===== src/rtl/core/tlbpt_pkg.sv =====
// ----------------------------------------------------------------------------
// tlbpt_pkg
// shared constants and types for the tlb page table translator: address
// split, tlb geometry, counter width and the controller/datapath interface
// ----------------------------------------------------------------------------
`timescale 1ns / 1ps
`default_nettype none

package tlbpt_pkg;

  // address split
  localparam int unsigned PageBits   = 8;
  localparam int unsigned OffsetBits = 8;
  localparam int unsigned AddrW      = 16;
  localparam int unsigned PageCount  = 1 << PageBits;
  localparam int unsigned FreeW      = PageBits + 1;

  // tlb geometry
  localparam int unsigned TlbEntries = 16;
  localparam int unsigned FillW      = $clog2(TlbEntries + 1);

  // running totals
  localparam int unsigned CountW = 32;

  // controller state
  typedef enum logic [0:0] {
    StIdle   = 1'b0,
    StLookup = 1'b1
  } ctrl_state_e;

  // controller to datapath
  typedef struct packed {
    logic capture;  // latch the incoming address and start the page table read
    logic commit;   // update state and load the result register
  } ctrl_cmd_t;

  // datapath to controller
  typedef struct packed {
    logic out_free;  // result register empty or being taken this cycle
  } dp_status_t;

endpackage

`default_nettype wire


===== src/rtl/core/tlbpt_ram.sv =====
// ----------------------------------------------------------------------------
// tlbpt_ram
// generic single port write, single port read ram with registered read data
// ----------------------------------------------------------------------------
`timescale 1ns / 1ps
`default_nettype none

module tlbpt_ram #(
  parameter int unsigned Width = 8,
  parameter int unsigned Depth = 256
) (
  input  wire logic                       clk_i,
  input  wire logic                       wr_en_i,
  input  wire logic [$clog2(Depth)-1:0]   wr_addr_i,
  input  wire logic [Width-1:0]           wr_data_i,
  input  wire logic                       rd_en_i,
  input  wire logic [$clog2(Depth)-1:0]   rd_addr_i,
  output logic      [Width-1:0]           rd_data_o
);

  logic [Width-1:0] mem_q [Depth];

  // write port
  always_ff @(posedge clk_i) begin
    if (wr_en_i) begin
      mem_q[wr_addr_i] <= wr_data_i;
    end
  end

  // registered read port
  always_ff @(posedge clk_i) begin
    if (rd_en_i) begin
      rd_data_o <= mem_q[rd_addr_i];
    end
  end

endmodule

`default_nettype wire


===== src/rtl/core/tlbpt_ctrl.sv =====
// ----------------------------------------------------------------------------
// tlbpt_ctrl
// sequencer: takes one address transaction, then commits its translation
// once the result register can accept it
// ----------------------------------------------------------------------------
`timescale 1ns / 1ps
`default_nettype none

module tlbpt_ctrl
  import tlbpt_pkg::*;
(
  input  wire logic       clk_i,
  input  wire logic       rst_ni,
  input  wire logic       in_valid_i,
  output logic            in_ready_o,
  input  dp_status_t      status_i,
  output ctrl_cmd_t       cmd_o
);

  ctrl_state_e state_q, state_d;

  // state register
  always_ff @(posedge clk_i or negedge rst_ni) begin
    if (!rst_ni) begin
      state_q <= StIdle;
    end else begin
      state_q <= state_d;
    end
  end

  // next state and commands
  always_comb begin
    state_d     = state_q;
    in_ready_o  = 1'b0;
    cmd_o       = '0;
    unique case (state_q)
      StIdle: begin
        in_ready_o = 1'b1;
        if (in_valid_i) begin
          cmd_o.capture = 1'b1;
          state_d       = StLookup;
        end
      end
      StLookup: begin
        if (status_i.out_free) begin
          cmd_o.commit = 1'b1;
          state_d      = StIdle;
        end
      end
      default: begin
        state_d = StIdle;
      end
    endcase
  end

endmodule

`default_nettype wire


===== src/rtl/core/tlbpt_dp.sv =====
// ----------------------------------------------------------------------------
// tlbpt_dp
// datapath: address register, fifo tlb with parallel tag compare, page valid
// bits, page frame ram, free frame counter, saturating totals, result register
// ----------------------------------------------------------------------------
`timescale 1ns / 1ps
`default_nettype none

module tlbpt_dp
  import tlbpt_pkg::*;
(
  input  wire logic                 clk_i,
  input  wire logic                 rst_ni,
  input  ctrl_cmd_t                 cmd_i,
  output dp_status_t                status_o,
  input  wire logic [AddrW-1:0]     logical_address_i,
  output logic                      out_valid_o,
  input  wire logic                 out_ready_i,
  output logic      [AddrW-1:0]     phys_addr_o,
  output logic                      tlb_hit_o,
  output logic                      page_fault_o,
  output logic      [CountW-1:0]    address_total_o,
  output logic      [CountW-1:0]    hit_total_o,
  output logic      [CountW-1:0]    fault_total_o
);

  logic [AddrW-1:0]      addr_q;
  logic [PageBits-1:0]   page;
  logic [OffsetBits-1:0] offset;

  logic [PageBits-1:0]   tag_q   [TlbEntries];
  logic [PageBits-1:0]   frame_q [TlbEntries];
  logic [FillW-1:0]      fill_q;

  logic [PageCount-1:0]  page_valid_q;
  logic [FreeW-1:0]      next_free_q;

  logic [CountW-1:0]     addr_cnt_q, hit_cnt_q, fault_cnt_q;

  logic                  out_valid_q;
  logic [AddrW-1:0]      phys_q;
  logic                  hit_q, fault_q;

  logic [TlbEntries-1:0] match;
  logic                  tlb_hit;
  logic [PageBits-1:0]   tlb_frame;
  logic                  fault;
  logic [PageBits-1:0]   new_frame;
  logic [PageBits-1:0]   pt_frame;
  logic [PageBits-1:0]   frame;

  function automatic logic [CountW-1:0] sat_inc(input logic [CountW-1:0] v);
    return (&v) ? v : v + CountW'(1);
  endfunction

  // address split
  assign page   = addr_q[OffsetBits +: PageBits];
  assign offset = addr_q[OffsetBits-1:0];

  // capture the address transaction
  always_ff @(posedge clk_i) begin
    if (cmd_i.capture) begin
      addr_q <= logical_address_i;
    end
  end

  // parallel tag compare over the filled slots
  always_comb begin
    for (int i = 0; i < TlbEntries; i++) begin
      match[i] = (FillW'(i) < fill_q) && (tag_q[i] == page);
    end
  end

  // newest matching slot wins
  always_comb begin
    tlb_hit   = 1'b0;
    tlb_frame = '0;
    for (int i = TlbEntries - 1; i >= 0; i--) begin
      if (match[i]) begin
        tlb_hit   = 1'b1;
        tlb_frame = frame_q[i];
      end
    end
  end

  // miss handling
  assign fault     = !tlb_hit && !page_valid_q[page];
  assign new_frame = next_free_q[PageBits-1:0];

  // page frame store, read issued with the capture
  tlbpt_ram #(
    .Width (PageBits),
    .Depth (PageCount)
  ) u_page_frame (
    .clk_i     (clk_i),
    .wr_en_i   (cmd_i.commit && fault),
    .wr_addr_i (page),
    .wr_data_i (new_frame),
    .rd_en_i   (cmd_i.capture),
    .rd_addr_i (logical_address_i[OffsetBits +: PageBits]),
    .rd_data_o (pt_frame)
  );

  // frame source
  always_comb begin
    priority if (tlb_hit) begin
      frame = tlb_frame;
    end else if (fault) begin
      frame = new_frame;
    end else begin
      frame = pt_frame;
    end
  end

  // tlb shift line, newest at slot 0
  always_ff @(posedge clk_i) begin
    if (cmd_i.commit && fault) begin
      tag_q[0]   <= page;
      frame_q[0] <= new_frame;
      for (int i = 1; i < TlbEntries; i++) begin
        tag_q[i]   <= tag_q[i-1];
        frame_q[i] <= frame_q[i-1];
      end
    end
  end

  // tlb fill, page valid bits, free frame and totals
  always_ff @(posedge clk_i or negedge rst_ni) begin
    if (!rst_ni) begin
      fill_q       <= '0;
      page_valid_q <= '0;
      next_free_q  <= '0;
      addr_cnt_q   <= '0;
      hit_cnt_q    <= '0;
      fault_cnt_q  <= '0;
    end else if (cmd_i.commit) begin
      addr_cnt_q <= sat_inc(addr_cnt_q);
      if (tlb_hit) begin
        hit_cnt_q <= sat_inc(hit_cnt_q);
      end
      if (fault) begin
        fault_cnt_q        <= sat_inc(fault_cnt_q);
        page_valid_q[page] <= 1'b1;
        if (next_free_q < FreeW'(PageCount)) begin
          next_free_q <= next_free_q + FreeW'(1);
        end
        if (fill_q < FillW'(TlbEntries)) begin
          fill_q <= fill_q + FillW'(1);
        end
      end
    end
  end

  // result register valid
  always_ff @(posedge clk_i or negedge rst_ni) begin
    if (!rst_ni) begin
      out_valid_q <= 1'b0;
    end else if (cmd_i.commit) begin
      out_valid_q <= 1'b1;
    end else if (out_ready_i) begin
      out_valid_q <= 1'b0;
    end
  end

  // result register payload
  always_ff @(posedge clk_i) begin
    if (cmd_i.commit) begin
      phys_q  <= {frame, offset};
      hit_q   <= tlb_hit;
      fault_q <= fault;
    end
  end

  assign status_o.out_free   = !out_valid_q || out_ready_i;

  assign out_valid_o         = out_valid_q;
  assign phys_addr_o         = phys_q;
  assign tlb_hit_o           = hit_q;
  assign page_fault_o        = fault_q;
  assign address_total_o     = addr_cnt_q;
  assign hit_total_o         = hit_cnt_q;
  assign fault_total_o       = fault_cnt_q;

endmodule

`default_nettype wire


===== src/rtl/core/tlb_page_table_translator_unit.sv =====
// ----------------------------------------------------------------------------
// tlb_page_table_translator_unit
// demand paged address translator with a 16 entry fifo tlb
// ----------------------------------------------------------------------------
// Each address transaction is handled in the idle state, where the accepting
// cycle latches the address and starts the page table ram read, then in the
// lookup state, which does the parallel tlb compare, the fault decision and
// the state update and loads the result register, from which the result is
// offered. If an earlier result still waits in the result register, the
// lookup state holds until the waiting result is taken. A new address is
// taken only after the previous one is committed to the result register;
// the result register lets the next address in while the previous result
// still waits. Faults push the page into the tlb front, dropping the oldest
// entry when full; page table hits leave the tlb unchanged. Totals saturate.
// ----------------------------------------------------------------------------
`timescale 1ns / 1ps
`default_nettype none

module tlb_page_table_translator_unit
  import tlbpt_pkg::*;
(
  input  wire logic                 clk_i,
  input  wire logic                 rst_ni,
  input  wire logic                 in_valid_i,
  output logic                      in_ready_o,
  input  wire logic [AddrW-1:0]     logical_address_i,
  output logic                      out_valid_o,
  input  wire logic                 out_ready_i,
  output logic      [AddrW-1:0]     phys_addr_o,
  output logic                      tlb_hit_o,
  output logic                      page_fault_o,
  output logic      [CountW-1:0]    address_total_o,
  output logic      [CountW-1:0]    hit_total_o,
  output logic      [CountW-1:0]    fault_total_o
);

  ctrl_cmd_t  cmd;
  dp_status_t status;

  // sequencer
  tlbpt_ctrl u_ctrl (
    .clk_i      (clk_i),
    .rst_ni     (rst_ni),
    .in_valid_i (in_valid_i),
    .in_ready_o (in_ready_o),
    .status_i   (status),
    .cmd_o      (cmd)
  );

  // translation datapath
  tlbpt_dp u_dp (
    .clk_i              (clk_i),
    .rst_ni             (rst_ni),
    .cmd_i              (cmd),
    .status_o           (status),
    .logical_address_i  (logical_address_i),
    .out_valid_o        (out_valid_o),
    .out_ready_i        (out_ready_i),
    .phys_addr_o        (phys_addr_o),
    .tlb_hit_o          (tlb_hit_o),
    .page_fault_o       (page_fault_o),
    .address_total_o    (address_total_o),
    .hit_total_o        (hit_total_o),
    .fault_total_o      (fault_total_o)
  );

endmodule

`default_nettype wire

===== config.mk =====
export PLATFORM = sky130hd
export DESIGN_NAME = tlb_page_table_translator_unit
export DESIGN_NICKNAME = d
export VERILOG_FILES = /design/src/rtl/core/tlbpt_pkg.sv /design/src/rtl/core/tlbpt_ram.sv /design/src/rtl/core/tlbpt_ctrl.sv /design/src/rtl/core/tlbpt_dp.sv /design/src/rtl/core/tlb_page_table_translator_unit.sv
export SDC_FILE = /design/constraint.sdc
export NUM_CORES = 2
export LEC_CHECK = 0
export BUFFER_PORTS_ARGS = -buffer_cell sky130_fd_sc_hd__buf_4
export CAP_MARGIN = 20
export CORE_ASPECT_RATIO = 0.6
export CORE_UTILIZATION = 63
export DETAILED_ROUTE_END_ITERATION = 6
export PLACE_DENSITY = 0.9
export RECOVER_POWER = 100
export SLEW_MARGIN = 20
export SYNTH_ARGS = -nofsm -noshare
export SYNTH_HDL_FRONTEND = slang
export SYNTH_SLANG_ARGS = --single-unit

===== constraint.sdc =====
create_clock -name clk_i -period 11.7 [get_ports clk_i]
set_input_delay 2.34 -clock clk_i [delete_from_list [all_inputs] [get_ports clk_i]]
set_output_delay 2.34 -clock clk_i [all_outputs]
set_load 0.05 [all_outputs]

==> run_results.csv <==
group,metric,value,unit
placed_design,buffer_ports.inserted,135,
power_and_ir_drop,power.static_leakage,44.46,nW
detailed_routing,route.vias.total,63360,
sta,min_period_over_period,87.32,%
finish,finish.cell_count_without_fillers,7854,
sta,grt_setup_unrepaired,"false",
grt,global_route.usage.total,39.72,%
clocking,cts.sinks,2714,
clocking,cts.hold.buffers_added,0,
setup_path,path_max_fanout,76,
sta,timing.slew.headroom,-373.9,%
clocking,htree_num_levels,4,
floorplanning,die_w,533.0,µm
finish,final_core_density,69.93,%
setup_path,crit_path_end_kind,"register",
clocking,postCtsSetupRepairBufs,0,
sta,fin_worst_skew,84.13,ps
finish,total_area_of_multi_input_combinational_cells,25550,µm²
grt,grt_first_pass_wirelength,470.0,mm
floorplanning,start_util,63.68,%
detailed_routing,antenna_violating_nets_post_route,0,
clocking,ctsRootBufferMaster,"sky130_fd_sc_hd__clkbuf_16",
finish,fill_cells,8872,
floorplanning,floorplan.die_area,170900,µm²
synthesis,dominantRegCellSynth,"sky130_fd_sc_hd__edfxtp_1",
synthesis,yosys_warnings,0,
grt,pin_count_of_the_biggest_net_entering_global_routing,196,
sta,hold_viol,0,
run,max_cap_viol_count,171,
detailed_routing,detail_route.wl_per_cell,43.89,µm
power_and_ir_drop,power_density,184.2,nW/µm²
finish,layout-drive-gt1-share,25.48,%
floorplanning,die_y,320.6,µm
grt,grt_overflow_total,0,
floorplanning,design.core.area,167300,µm²
synthesis,synth_cell_types,69,
worst_hold_path,hp-class,"reg -> reg",
sta,fmax,0.09788,GHz
finish,most_frequent_standard_cell_in_the_layout_excluding_fill_and_tap_cells,"sky130_fd_sc_hd__edfxtp_1",
setup_path,crit_arrival,10650,ps
placed_design,detailed_place_hpwl,184.0,mm
sta,final.setup.worst_slack,1484,ps
clocking,clk_path_buf_depth,4,
sta,setup_viol_count_final,0,
sta,setup-tns-final,0,ps
placed_design,place.gp.congestion,0.9258,
clocking,cells_resized_by_post_cts_repair,0,
detailed_routing,dr.first_iter.drc_count,13720,
synthesis,netlist_instances,5176,
power_and_ir_drop,ir_worst_vdd,0.2222,mV
sta,period_minus_slack,10220,ps
synthesis,synth_async_sr_flop_share,13.56,%
clocking,tritoncts,"done",
synthesis,synth_area_per_cell,20.59,µm²
detailed_routing,postRouteWirelength,344.7,mm
grt,antenna_violations_before_repair,42,
synthesis,synth.cell_area,106600,µm²
finish,area.sequential,79660,µm²
clocking,tritoncts.num_buffers,221,
placed_design,placement.setup.worst_slack,4609,ps
floorplanning,top_level_ports,136,
setup_path,critPathRequiredTime,12130,ps
setup_path,path_class,"reg -> reg",
finish,area_growth,9.808,%
detailed_routing,drt_pre_antenna_iters,7,
placed_design,placed_cells_incl_taps,7425,
sta,slew_viol_final,3130,
clocking,clk_pin_slew,80,ps
finish,most-common-layout-cells,"2346 x sky130_fd_sc_hd__edfxtp_1, 739 x sky130_fd_sc_hd__mux4_2, 366 x sky130_fd_sc_hd__dfrtp_1",
detailed_routing,remaining_drc_errors,241,
outcome,run_status,"finished with violations",
synthesis,yosys_register_bits,2714,
clocking,clkLatencyLatePin,910,ps
finish,final_net_count,5436,
synthesis,synth-seq-area-share,74.74,%
sta,tightestPinTransition,7109,ps
floorplanning,rows,116,
detailed_routing,vias_per_cell,8.067,
synthesis,synth_edf_count,2346,
synthesis,mapped_nets,5201,
outcome,violations_in_the_final_reports,"design-rule violations, max-capacitance violations, max-slew violations",
power_and_ir_drop,power_consumption,21.56,mW
grt,grt_pass1_vias,61350,
setup_path,timing.critical_path.from_type,"register",
-- worst max-delay path: stages, from the launching register on --
cell and delay, ps:
sky130_fd_sc_hd__edfxtp_1 340, sky130_fd_sc_hd__clkbuf_1 2330, sky130_fd_sc_hd__clkinv_1 1610, sky130_fd_sc_hd__mux2i_1 620, sky130_fd_sc_hd__mux2i_1 160, sky130_fd_sc_hd__a211o_1 360, sky130_fd_sc_hd__a41oi_1 530, sky130_fd_sc_hd__and4bb_1 500
sky130_fd_sc_hd__nand3_4 390, sky130_fd_sc_hd__buf_12 350, sky130_fd_sc_hd__buf_12 180, sky130_fd_sc_hd__buf_6 300, sky130_fd_sc_hd__nor3_1 1960
-- power by group --
group          internal (mW)  total, mW  switching [mW]
Clock                   4.14       7.80            3.66
Combinational          0.596       2.08            1.49
Sequential              11.1       11.7           0.522
Total                   15.9       21.6            5.67
-- cell usage after synthesis (10+ instances only) --
cell | instances | share of area, %
sky130_fd_sc_hd__mux2i_1 | 20 | 0.19
sky130_fd_sc_hd__nor2b_1 | 11 | 0.065
sky130_fd_sc_hd__xor2_1 | 120 | 0.99
sky130_fd_sc_hd__a31oi_1 | 10 | 0.059
sky130_fd_sc_hd__nand2_1 | 112 | 0.39
sky130_fd_sc_hd__o221ai_1 | 10 | 0.082
sky130_fd_sc_hd__or2_2 | 252 | 1.5
sky130_fd_sc_hd__buf_2 | 55 | 0.26
sky130_fd_sc_hd__a22oi_1 | 14 | 0.099
sky130_fd_sc_hd__inv_1 | 25 | 0.088
sky130_fd_sc_hd__clkbuf_1 | 161 | 0.57
sky130_fd_sc_hd__dfrtp_1 | 368 | 8.6
sky130_fd_sc_hd__a211oi_1 | 14 | 0.099
sky130_fd_sc_hd__a21oi_1 | 36 | 0.17
sky130_fd_sc_hd__edfxtp_1 | 2346 | 66
sky130_fd_sc_hd__mux4_2 | 739 | 16
sky130_fd_sc_hd__mux2_2 | 13 | 0.14
sky130_fd_sc_hd__o22ai_1 | 15 | 0.088
sky130_fd_sc_hd__nor3_1 | 280 | 1.3
sky130_fd_sc_hd__nor4_2 | 15 | 0.18
sky130_fd_sc_hd__nand4_1 | 35 | 0.21
sky130_fd_sc_hd__xnor2_1 | 110 | 0.90
sky130_fd_sc_hd__o21ai_0 | 13 | 0.061
sky130_fd_sc_hd__and3_1 | 27 | 0.16
sky130_fd_sc_hd__buf_1 | 63 | 0.22
sky130_fd_sc_hd__nand3_1 | 80 | 0.38
sky130_fd_sc_hd__nor4_1 | 20 | 0.12
sky130_fd_sc_hd__nor2_1 | 74 | 0.26
-- routing by layer --
| metal | part of all wire (%) | vias to the layer above | routed length [µm] | GRT usage (%) |
|---|---|---|---|---|
| met2 | 45 | 8192 | 153400 | 58.83 |
| met4 | 7.7 | 54 | 26640 | 20.30 |
| met1 | 30 | 31290 | 102500 | 49.93 |
| met5 | 0.18 | - | 621 | 2.968 |
| li1 | - | 21610 | - | - |
| met3 | 18 | 2208 | 61550 | 17.55 |
-- area by class of cell --
| cell class | instances | share of cell area (%) |
|---|---|---|
| Antenna cell | 20 | 0.04277 |
| Sequential cell | 2714 | 68.07 |
| Tap cell | 2242 | 2.397 |
| Clock buffer | 305 | 5.332 |
| Timing Repair Buffer | 307 | 1.373 |
| Inverter | 26 | 0.09409 |
| Multi-Input combinational cell | 2141 | 21.83 |
| Clock inverter | 99 | 0.8575 |
-- flip-flops by register name, indices dropped and copies added (netlist names) --
signal,count
u_dp.u_page_frame.mem_q,2048
u_dp.out_valid_o,1
u_dp.phys_addr_o,16
u_dp.addr_q,16
u_dp.next_free_q,9
u_ctrl.state_q,1
u_dp.tag_q,128
u_dp.hit_total_o,32
u_dp.page_fault_o,1
u_dp.tlb_hit_o,1
u_dp.frame_q,128
u_dp.fault_total_o,32
u_dp.address_total_o,32
u_dp.page_valid_q,256
u_dp.u_page_frame.rd_data_o,8
u_dp.fill_q,5
-- path summary, 6_finish.rpt --
kind / slack [ps] / cells after the start / from / end
worst max-delay path: 1480 / 12 / u_dp.addr_q[13] / u_dp.u_page_frame.mem_q[217][3]
worst min-delay path: 420 / 0 / u_dp.addr_q[7] / u_dp.phys_addr_o[7]
worst max register to register: 1480 / 12 / u_dp.addr_q[13] / u_dp.u_page_frame.mem_q[217][3]
worst min register to register: 420 / 0 / u_dp.addr_q[7] / u_dp.phys_addr_o[7]
max in group asynchronous: 3680 / 1 / rst_ni / u_dp.next_free_q[6]
min in group asynchronous: 3730 / 1 / rst_ni / u_dp.fault_total_o[0]
-- through the flow --
stage                     area (µm²)  hold slack (ps)
final                         117000            420.4
after global routing          117000            427.0
after global placement        111000            400.8
after floorplan               106600            400.3
after detailed placement      111700            404.5
after CTS                     119000            420.4
-- cell families after synthesis --
| logic type | after synthesis | synth area share [%] |
|---|---|---|
| flops | 2714 | 74.74 |
| simple gates | 957 | 4.919 |
| mux | 772 | 15.94 |
| buf+inv | 321 | 1.280 |
| xor+xnor | 230 | 1.890 |
| compound gates | 177 | 1.167 |
| fa+ha+maj | 5 | 0.05870 |
Note: power is estimated with default switching activity, not from simulation.
